$ cat config.mk
export PLATFORM = sky130hd
export DESIGN_NAME = uyvy_yuv_to_rgb_converter_core
export DESIGN_NICKNAME = d
export VERILOG_FILES = /design/src/uyc_pkg.sv /design/src/uyvy_yuv_to_rgb_converter_core.sv
export VERILOG_INCLUDE_DIRS = /design/src /design/src/src
export SDC_FILE = /design/constraint.sdc
export NUM_CORES = 1
export LEC_CHECK = 0
export BUFFER_PORTS_ARGS = -buffer_cell sky130_fd_sc_hd__buf_2
export CORE_MARGIN = 5
export CORE_UTILIZATION = 44
export CTS_CLUSTER_DIAMETER = 40
export DETAILED_ROUTE_END_ITERATION = 8
export GPL_TIMING_DRIVEN = 0
export PLACE_DENSITY = 0.6
export SLEW_MARGIN = 0
export SYNTH_ARGS = -nofsm -noshare
export SYNTH_HDL_FRONTEND = slang
export SYNTH_SLANG_ARGS = --single-unit
$ cat constraint.sdc
create_clock -name clk -period 10.6 [get_ports clk]
set_clock_uncertainty 0.15 [all_clocks]
set_input_delay 2.12 -clock clk [delete_from_list [all_inputs] [get_ports clk]]
set_output_delay 2.12 -clock clk [all_outputs]
set_load 0.01 [all_outputs]
$ cat src/uyvy_yuv_to_rgb_converter_core_defines.svh
// Assertion macros shared by the converter RTL.
// No dependencies; included by the files that carry assertions.
`ifndef UYVY_YUV_TO_RGB_CONVERTER_CORE_DEFINES_SVH
`define UYVY_YUV_TO_RGB_CONVERTER_CORE_DEFINES_SVH

// Check a property on every rising clock edge, disabled while in reset.
`define UYC_ASSERT(lbl, clk_sig, rst_n_sig, prop, msg) \
	lbl: assert property (@(posedge clk_sig) disable iff (!rst_n_sig) (prop)) \
		else $error(msg);

// Check that an antecedent implies a consequent in the next cycle.
`define UYC_ASSERT_NEXT(lbl, clk_sig, rst_n_sig, ante, cons, msg) \
	lbl: assert property (@(posedge clk_sig) disable iff (!rst_n_sig) \
		(ante) |=> (cons)) else $error(msg);

`endif

$ cat src/uyc_pkg.sv
// Package for the UYVY/YUV to RGB converter: format codes, coefficients
// and the fixed-point coefficient helper. No dependencies.
`default_nettype none

package uyc_pkg;

	localparam int COEF_FRAC_BITS_DEF = 16;

	// input_format register codes
	localparam logic FMT_UYVY    = 1'b0;
	localparam logic FMT_TRIPLET = 1'b1;
	localparam logic FMT_RESET   = FMT_UYVY;

	// coefficients in thousandths
	localparam int unsigned Y_MILLI  = 1164;
	localparam int unsigned RV_MILLI = 1596;
	localparam int unsigned GV_MILLI = 813;
	localparam int unsigned GU_MILLI = 391;
	localparam int unsigned BU_MILLI = 2018;

	localparam int LUMA_OFFSET   = 16;
	localparam int CHROMA_OFFSET = 128;
	localparam int CHAN_MAX      = 255;

	// round(milli / 1000 * 2^frac), ties up; evaluated at elaboration
	function automatic longint coef_milli(input int unsigned milli, input int unsigned frac);
		longint scaled;
		scaled = longint'(milli) << frac;
		return (scaled + 64'sd500) / 64'sd1000;
	endfunction

endpackage

`default_nettype wire

$ cat src/uyvy_yuv_to_rgb_converter_core.sv
// Top level of the studio-range BT.601 YUV to RGB converter.
// Depends on uyc_pkg and uyvy_yuv_to_rgb_converter_core_defines.svh.
//
// Usage:
//   Command channel: an item (u_sample, y_first, v_sample, y_second,
//   frame_end) is taken at a rising edge with start high and busy low.
//   Config channel: cfg_data bit 0 sets input_format when cfg_valid and
//   cfg_ready are both high (0 = packed UYVY pair, 1 = Y U V triplet).
//   Write it only while no items are in flight.
//   Results: one RGB pixel per cycle on red/green/blue with last_of_item
//   and image_done, shown for exactly one cycle while strobe is high.
//   The receiver cannot stall; the pipeline never holds back a pixel.
//   Pipeline: the first pixel of an item passes through the registered issue,
//   multiply, sum and clamp stages, in that order, before it is on the ports.
//   Throughput: triplet mode takes one item per cycle; UYVY mode takes no
//   new item until its second pixel issues, since its two pixels share the
//   single multiplier bank and busy is high while the second pixel issues.
//   Reset: arst_n low clears all valid bits, the pending second pixel and
//   sets input_format to UYVY; no pixels are emitted until new items.
`default_nettype none

`include "uyvy_yuv_to_rgb_converter_core_defines.svh"

module uyvy_yuv_to_rgb_converter_core #(
	parameter int COEF_FRAC_BITS = uyc_pkg::COEF_FRAC_BITS_DEF
) (
	input  wire logic       clk,
	input  wire logic       arst_n,
	// command channel
	input  wire logic       start,
	output logic            busy,
	input  wire logic [7:0] u_sample,
	input  wire logic [7:0] y_first,
	input  wire logic [7:0] v_sample,
	input  wire logic [7:0] y_second,
	input  wire logic       frame_end,
	// config channel
	input  wire logic       cfg_valid,
	output logic            cfg_ready,
	input  wire logic       cfg_data,
	// results
	output logic            strobe,
	output logic [7:0]      red,
	output logic [7:0]      green,
	output logic [7:0]      blue,
	output logic            last_of_item,
	output logic            image_done
);

	localparam int COEF_W = COEF_FRAC_BITS + 3;
	localparam int PROD_W = COEF_W + 9;
	localparam int SUM_W  = PROD_W + 2;

	localparam logic signed [COEF_W-1:0] C_Y  =
		COEF_W'(uyc_pkg::coef_milli(uyc_pkg::Y_MILLI, COEF_FRAC_BITS));
	localparam logic signed [COEF_W-1:0] C_RV =
		COEF_W'(uyc_pkg::coef_milli(uyc_pkg::RV_MILLI, COEF_FRAC_BITS));
	localparam logic signed [COEF_W-1:0] C_GV =
		COEF_W'(uyc_pkg::coef_milli(uyc_pkg::GV_MILLI, COEF_FRAC_BITS));
	localparam logic signed [COEF_W-1:0] C_GU =
		COEF_W'(uyc_pkg::coef_milli(uyc_pkg::GU_MILLI, COEF_FRAC_BITS));
	localparam logic signed [COEF_W-1:0] C_BU =
		COEF_W'(uyc_pkg::coef_milli(uyc_pkg::BU_MILLI, COEF_FRAC_BITS));

	localparam logic signed [8:0] LY_OFS = 9'(uyc_pkg::LUMA_OFFSET);
	localparam logic signed [8:0] CH_OFS = 9'(uyc_pkg::CHROMA_OFFSET);
	localparam logic [7:0]        CH_MAX = 8'(uyc_pkg::CHAN_MAX);

	// configuration and pending second pixel
	logic       fmt_q;
	logic       pend_valid_q;
	logic [7:0] pend_y_q, pend_u_q, pend_v_q;
	logic       pend_fe_q;

	logic       accept;

	// issue stage
	logic       valid_s1;
	logic [7:0] y_s1, u_s1, v_s1;
	logic       last_s1, done_s1;

	// multiply stage
	logic                     valid_s2, last_s2, done_s2;
	logic signed [PROD_W-1:0] base_s2, prv_s2, pgv_s2, pgu_s2, pbu_s2;

	// sum stage
	logic                    valid_s3, last_s3, done_s3;
	logic signed [SUM_W-1:0] r_sum_s3, g_sum_s3, b_sum_s3;

	// clamp / output stage
	logic       valid_s4, last_s4, done_s4;
	logic [7:0] r_s4, g_s4, b_s4;

	logic signed [8:0] ly, cu, cv;

	assign busy      = pend_valid_q;
	assign accept    = start && !busy;
	assign cfg_ready = !pend_valid_q;

	always_ff @(posedge clk or negedge arst_n) begin
		if (!arst_n) begin
			fmt_q <= uyc_pkg::FMT_RESET;
		end else if (cfg_valid && cfg_ready) begin
			fmt_q <= cfg_data;
		end
	end

	// hold the second UYVY pixel until it is issued
	always_ff @(posedge clk or negedge arst_n) begin
		if (!arst_n) begin
			pend_valid_q <= 1'b0;
		end else begin
			pend_valid_q <= accept && (fmt_q == uyc_pkg::FMT_UYVY);
		end
	end

	always_ff @(posedge clk) begin
		if (accept) begin
			pend_y_q  <= y_second;
			pend_u_q  <= u_sample;
			pend_v_q  <= v_sample;
			pend_fe_q <= frame_end;
		end
	end

	always_ff @(posedge clk or negedge arst_n) begin
		if (!arst_n) begin
			valid_s1 <= 1'b0;
			valid_s2 <= 1'b0;
			valid_s3 <= 1'b0;
			valid_s4 <= 1'b0;
		end else begin
			valid_s1 <= pend_valid_q || accept;
			valid_s2 <= valid_s1;
			valid_s3 <= valid_s2;
			valid_s4 <= valid_s3;
		end
	end

	// issue: pending second pixel first, else the new transaction
	always_ff @(posedge clk) begin
		if (pend_valid_q) begin
			y_s1    <= pend_y_q;
			u_s1    <= pend_u_q;
			v_s1    <= pend_v_q;
			last_s1 <= 1'b1;
			done_s1 <= pend_fe_q;
		end else begin
			y_s1    <= y_first;
			u_s1    <= u_sample;
			v_s1    <= v_sample;
			last_s1 <= (fmt_q == uyc_pkg::FMT_TRIPLET);
			done_s1 <= (fmt_q == uyc_pkg::FMT_TRIPLET) && frame_end;
		end
	end

	assign ly = $signed({1'b0, y_s1}) - LY_OFS;
	assign cu = $signed({1'b0, u_s1}) - CH_OFS;
	assign cv = $signed({1'b0, v_s1}) - CH_OFS;

	always_ff @(posedge clk) begin
		last_s2 <= last_s1;
		done_s2 <= done_s1;
		base_s2 <= PROD_W'(C_Y) * PROD_W'(ly);
		prv_s2  <= PROD_W'(C_RV) * PROD_W'(cv);
		pgv_s2  <= PROD_W'(C_GV) * PROD_W'(cv);
		pgu_s2  <= PROD_W'(C_GU) * PROD_W'(cu);
		pbu_s2  <= PROD_W'(C_BU) * PROD_W'(cu);
	end

	always_ff @(posedge clk) begin
		last_s3  <= last_s2;
		done_s3  <= done_s2;
		r_sum_s3 <= SUM_W'(base_s2) + SUM_W'(prv_s2);
		g_sum_s3 <= SUM_W'(base_s2) - SUM_W'(pgv_s2) - SUM_W'(pgu_s2);
		b_sum_s3 <= SUM_W'(base_s2) + SUM_W'(pbu_s2);
	end

	// negative gives 0, anything above the 8 integer bits saturates
	function automatic logic [7:0] clamp_chan(input logic signed [SUM_W-1:0] sum);
		logic [7:0] res;
		if (sum[SUM_W-1]) begin
			res = 8'd0;
		end else if (sum[SUM_W-2:COEF_FRAC_BITS+8] != '0) begin
			res = CH_MAX;
		end else begin
			res = sum[COEF_FRAC_BITS+7:COEF_FRAC_BITS];
		end
		return res;
	endfunction

	always_ff @(posedge clk) begin
		last_s4 <= last_s3;
		done_s4 <= done_s3;
		r_s4    <= clamp_chan(r_sum_s3);
		g_s4    <= clamp_chan(g_sum_s3);
		b_s4    <= clamp_chan(b_sum_s3);
	end

	assign strobe       = valid_s4;
	assign red          = r_s4;
	assign green        = g_s4;
	assign blue         = b_s4;
	assign last_of_item = last_s4;
	assign image_done   = done_s4;

	`UYC_ASSERT_NEXT(a_busy_one_cycle, clk, arst_n, busy, !busy, "busy held two cycles")
	`UYC_ASSERT_NEXT(a_uyvy_sets_busy, clk, arst_n, accept && (fmt_q == uyc_pkg::FMT_UYVY), busy, "UYVY transaction did not hold busy")
	`UYC_ASSERT(a_latency, clk, arst_n, accept |-> ##4 strobe, "pixel missing four cycles after transaction")
	`UYC_ASSERT_NEXT(a_pair_follows, clk, arst_n, strobe && !last_of_item, strobe && last_of_item, "second pixel of pair missing")
	`UYC_ASSERT(a_done_is_last, clk, arst_n, (strobe && image_done) |-> last_of_item, "image_done on a non-final pixel")

endmodule

`default_nettype wire
==> metrics.yaml <==
slowest_delay_ns: 0.79
post-dp-hpwl_um: 35000
synth_top_area_cell: "ha_1"
path_cells: "inv_1 -> ha_1 -> inv_1 -> ha_1 -> inv_1 -> fa_1 -> fa_1 -> inv_1 -> ha_1 -> ha_1 -> a21o_1 -> a21oi_1 -> o211ai_1 -> o221ai_1 -> o21ai_2 -> or4_1 -> nand4_1"
min_path_type: "flop to flop"
syn_area_per_cell_um2: 9.88
clk_latency_ns: 0.58
timing.final.crit_share_pct: 58.3
synth_area_um2: 20100
start_util_pct: 44.3
ff2ff_setup_slack_ns: 4.42
post-route-worst-setup-slack_ns: 4.42
drv_slew: 0
tns_ns: 0
area_growth_pct: 14.4
yosysWarnings: 0
crit_path_top_delay_cell: "dfxtp_1"
cts.path.max_buffers: 3
post_cts_buffers: 0
ioPinCount: 67
vias_per_cell: 5.11
dr.first_iter.drc_count: 561
cp_max_fo: 19
h-tree-depth: 2
fin_crit_ns: 6.18
syn_nets: 2633
synth_cell_types: 83
hold_slack_ns: 0.178
grt_overflow_total: 0
synth_edf_count: 25
gp_congestion: 0.889
yosysMostFrequentCell: "ha_1"
crit_required_ns: 10.96
synth.area.top_cells: "ha_1 (28%), dfxtp_1 (22%), fa_1 (11%)"
rsz0062_at_grt: "no"
cts_buffers: 49
wl_per_cell_um: 15.2
drtPass1Iterations: 5
antenna_found_initial: 0
floorplan.die_area_um2: 50000
drc: 0
critPathKind: "flop to flop"
grt_max_degree: 20
final.fill_count: 4197
cp-start-kind: "flop"
synth_top_area_share_pct: 27.9
dp_slack_ns: 4.38
grt_usage_pct: 17.3
cts_resized: 0
final_layout_size_suffix_gt1_share_pct: 9.85
cts_tree: "built"
synthArstFlopShare_pct: 2.39
finalHoldViolCount: 0
finalSetupViolations: 0
relSlewSlack_pct: 35.8
ys.flop_type: "dfxtp_1"
fp.coreArea_um2: 45300
wl_um: 42600
yosysSeqAreaShare_pct: 26.4
synth-seq-cells: 251
die_x_um: 224
cts-hold-fix-buffers: 0
fin_nets: 2751
end_kind: "flop"
path_buf_inv: 4
grt_pass1_vias: 14100
numClockSinks: 251
clk_pin_slew_ns: 0.05
ys_top_cells_by_count: "ha_1 (448), inv_1 (309), dfxtp_1 (220)"
max_freq_mhz: 162
tightest_slew_ns: 0.938
portBuffers: 66
maxCapViolCount: 0
ant_nets: 0
syn_inst: 2033
n_antenna_cell: 0
root_buffer: "clkbuf_16"
worstPathArrival_ns: 6.55
num_vias: 14300
grt_pass1_wl_um: 70700
status: "finished clean"
rows: 78
critPathTopFamily: "adder cells"
fp.dieH_um: 224
-- layout by cell type (no fill, tap or decap), types with 18 or more instances in the layout --
master       n
nor3_1      25
mux2_2      24
clkbuf_1    20
xor2_1      40
buf_2       67
ha_1       448
a21o_1      52
xnor2_1     66
nand3_1     26
dfxtp_1    220
fa_1       114
nor2_1     141
nand2_1     73
edfxtp_1    25
o21ai_0     56
inv_1      309
nand2b_1    19
a21oi_1    114
clkbuf_16   50
nor2b_1     18
-- area by class of cell --
cell class	instances	area, µm²	share of cell area [%]
Multi-Input combinational cell	1454	13500	59.0
Sequential cell	251	5310	23.1
Clock buffer	56	1290	5.63
Inverter	309	1160	5.05
Tap cell	600	751	3.27
Clock inverter	36	478	2.08
Timing Repair Buffer	67	358	1.56
Buffer	19	78.8	0.343
-- routing by layer --
| layer | GRT usage, % | wire length [µm] | part of all wire (%) |
|---|---|---|---|
| met4 | 4.84 | 927 | 2.2 |
| met1 | 24.3 | 20800 | 49 |
| met3 | 3.41 | 2060 | 4.8 |
| met2 | 27.3 | 18800 | 44 |
| met5 | 0 | 0 | 0 |
-- cell families after synthesis --
family / share of synthesized area [%]
DFF: 26.4
and+or+nand+nor: 8.79
AOI/OAI and AO/OA: 13.2
xor gates and xnor gates: 4.62
muxes: 1.55
buffers and inverters: 6.17
adders and majority gates: 39.3
-- path summary, 6_finish.rpt --
path,end,start,cells past startpoint
hold reg to reg,last_s2,last_s1,0
min in group asynchronous,valid_s1,arst_n,1
setup reg to reg,prv_s2[23],v_s1[7],17
max in group asynchronous,valid_s3,arst_n,1
hold / removal,last_s2,last_s1,0
setup / recovery,prv_s2[23],v_s1[7],17
-- through the flow --
stage | util [%] | instances | area [µm²]
finish | 50.7 | 2792 | 23000
CTS | 50.7 | 2792 | 23000
detailed placement | 46.8 | 2700 | 21200
global placement | 46.7 | 2699 | 21200
floorplan | - | 2033 | 20100
global route | 50.7 | 2792 | 23000
-- state kept, by name (all words and copies together), names as in the netlist, 8 cells and up --
name / count
pend_v_q: 8
g_sum_s3: 13
u_s1: 8
y_s1: 8
pbu_s2: 25
v_s1: 8
prv_s2: 25
r_sum_s3: 12
blue: 8
green: 8
pend_y_q: 8
red: 8
pgv_s2: 26
pend_u_q: 8
pgu_s2: 25
b_sum_s3: 13
base_s2: 25
Power is not shown: default switching activity piles up to over one toggle a cycle in this logic, so the estimate is an artifact.
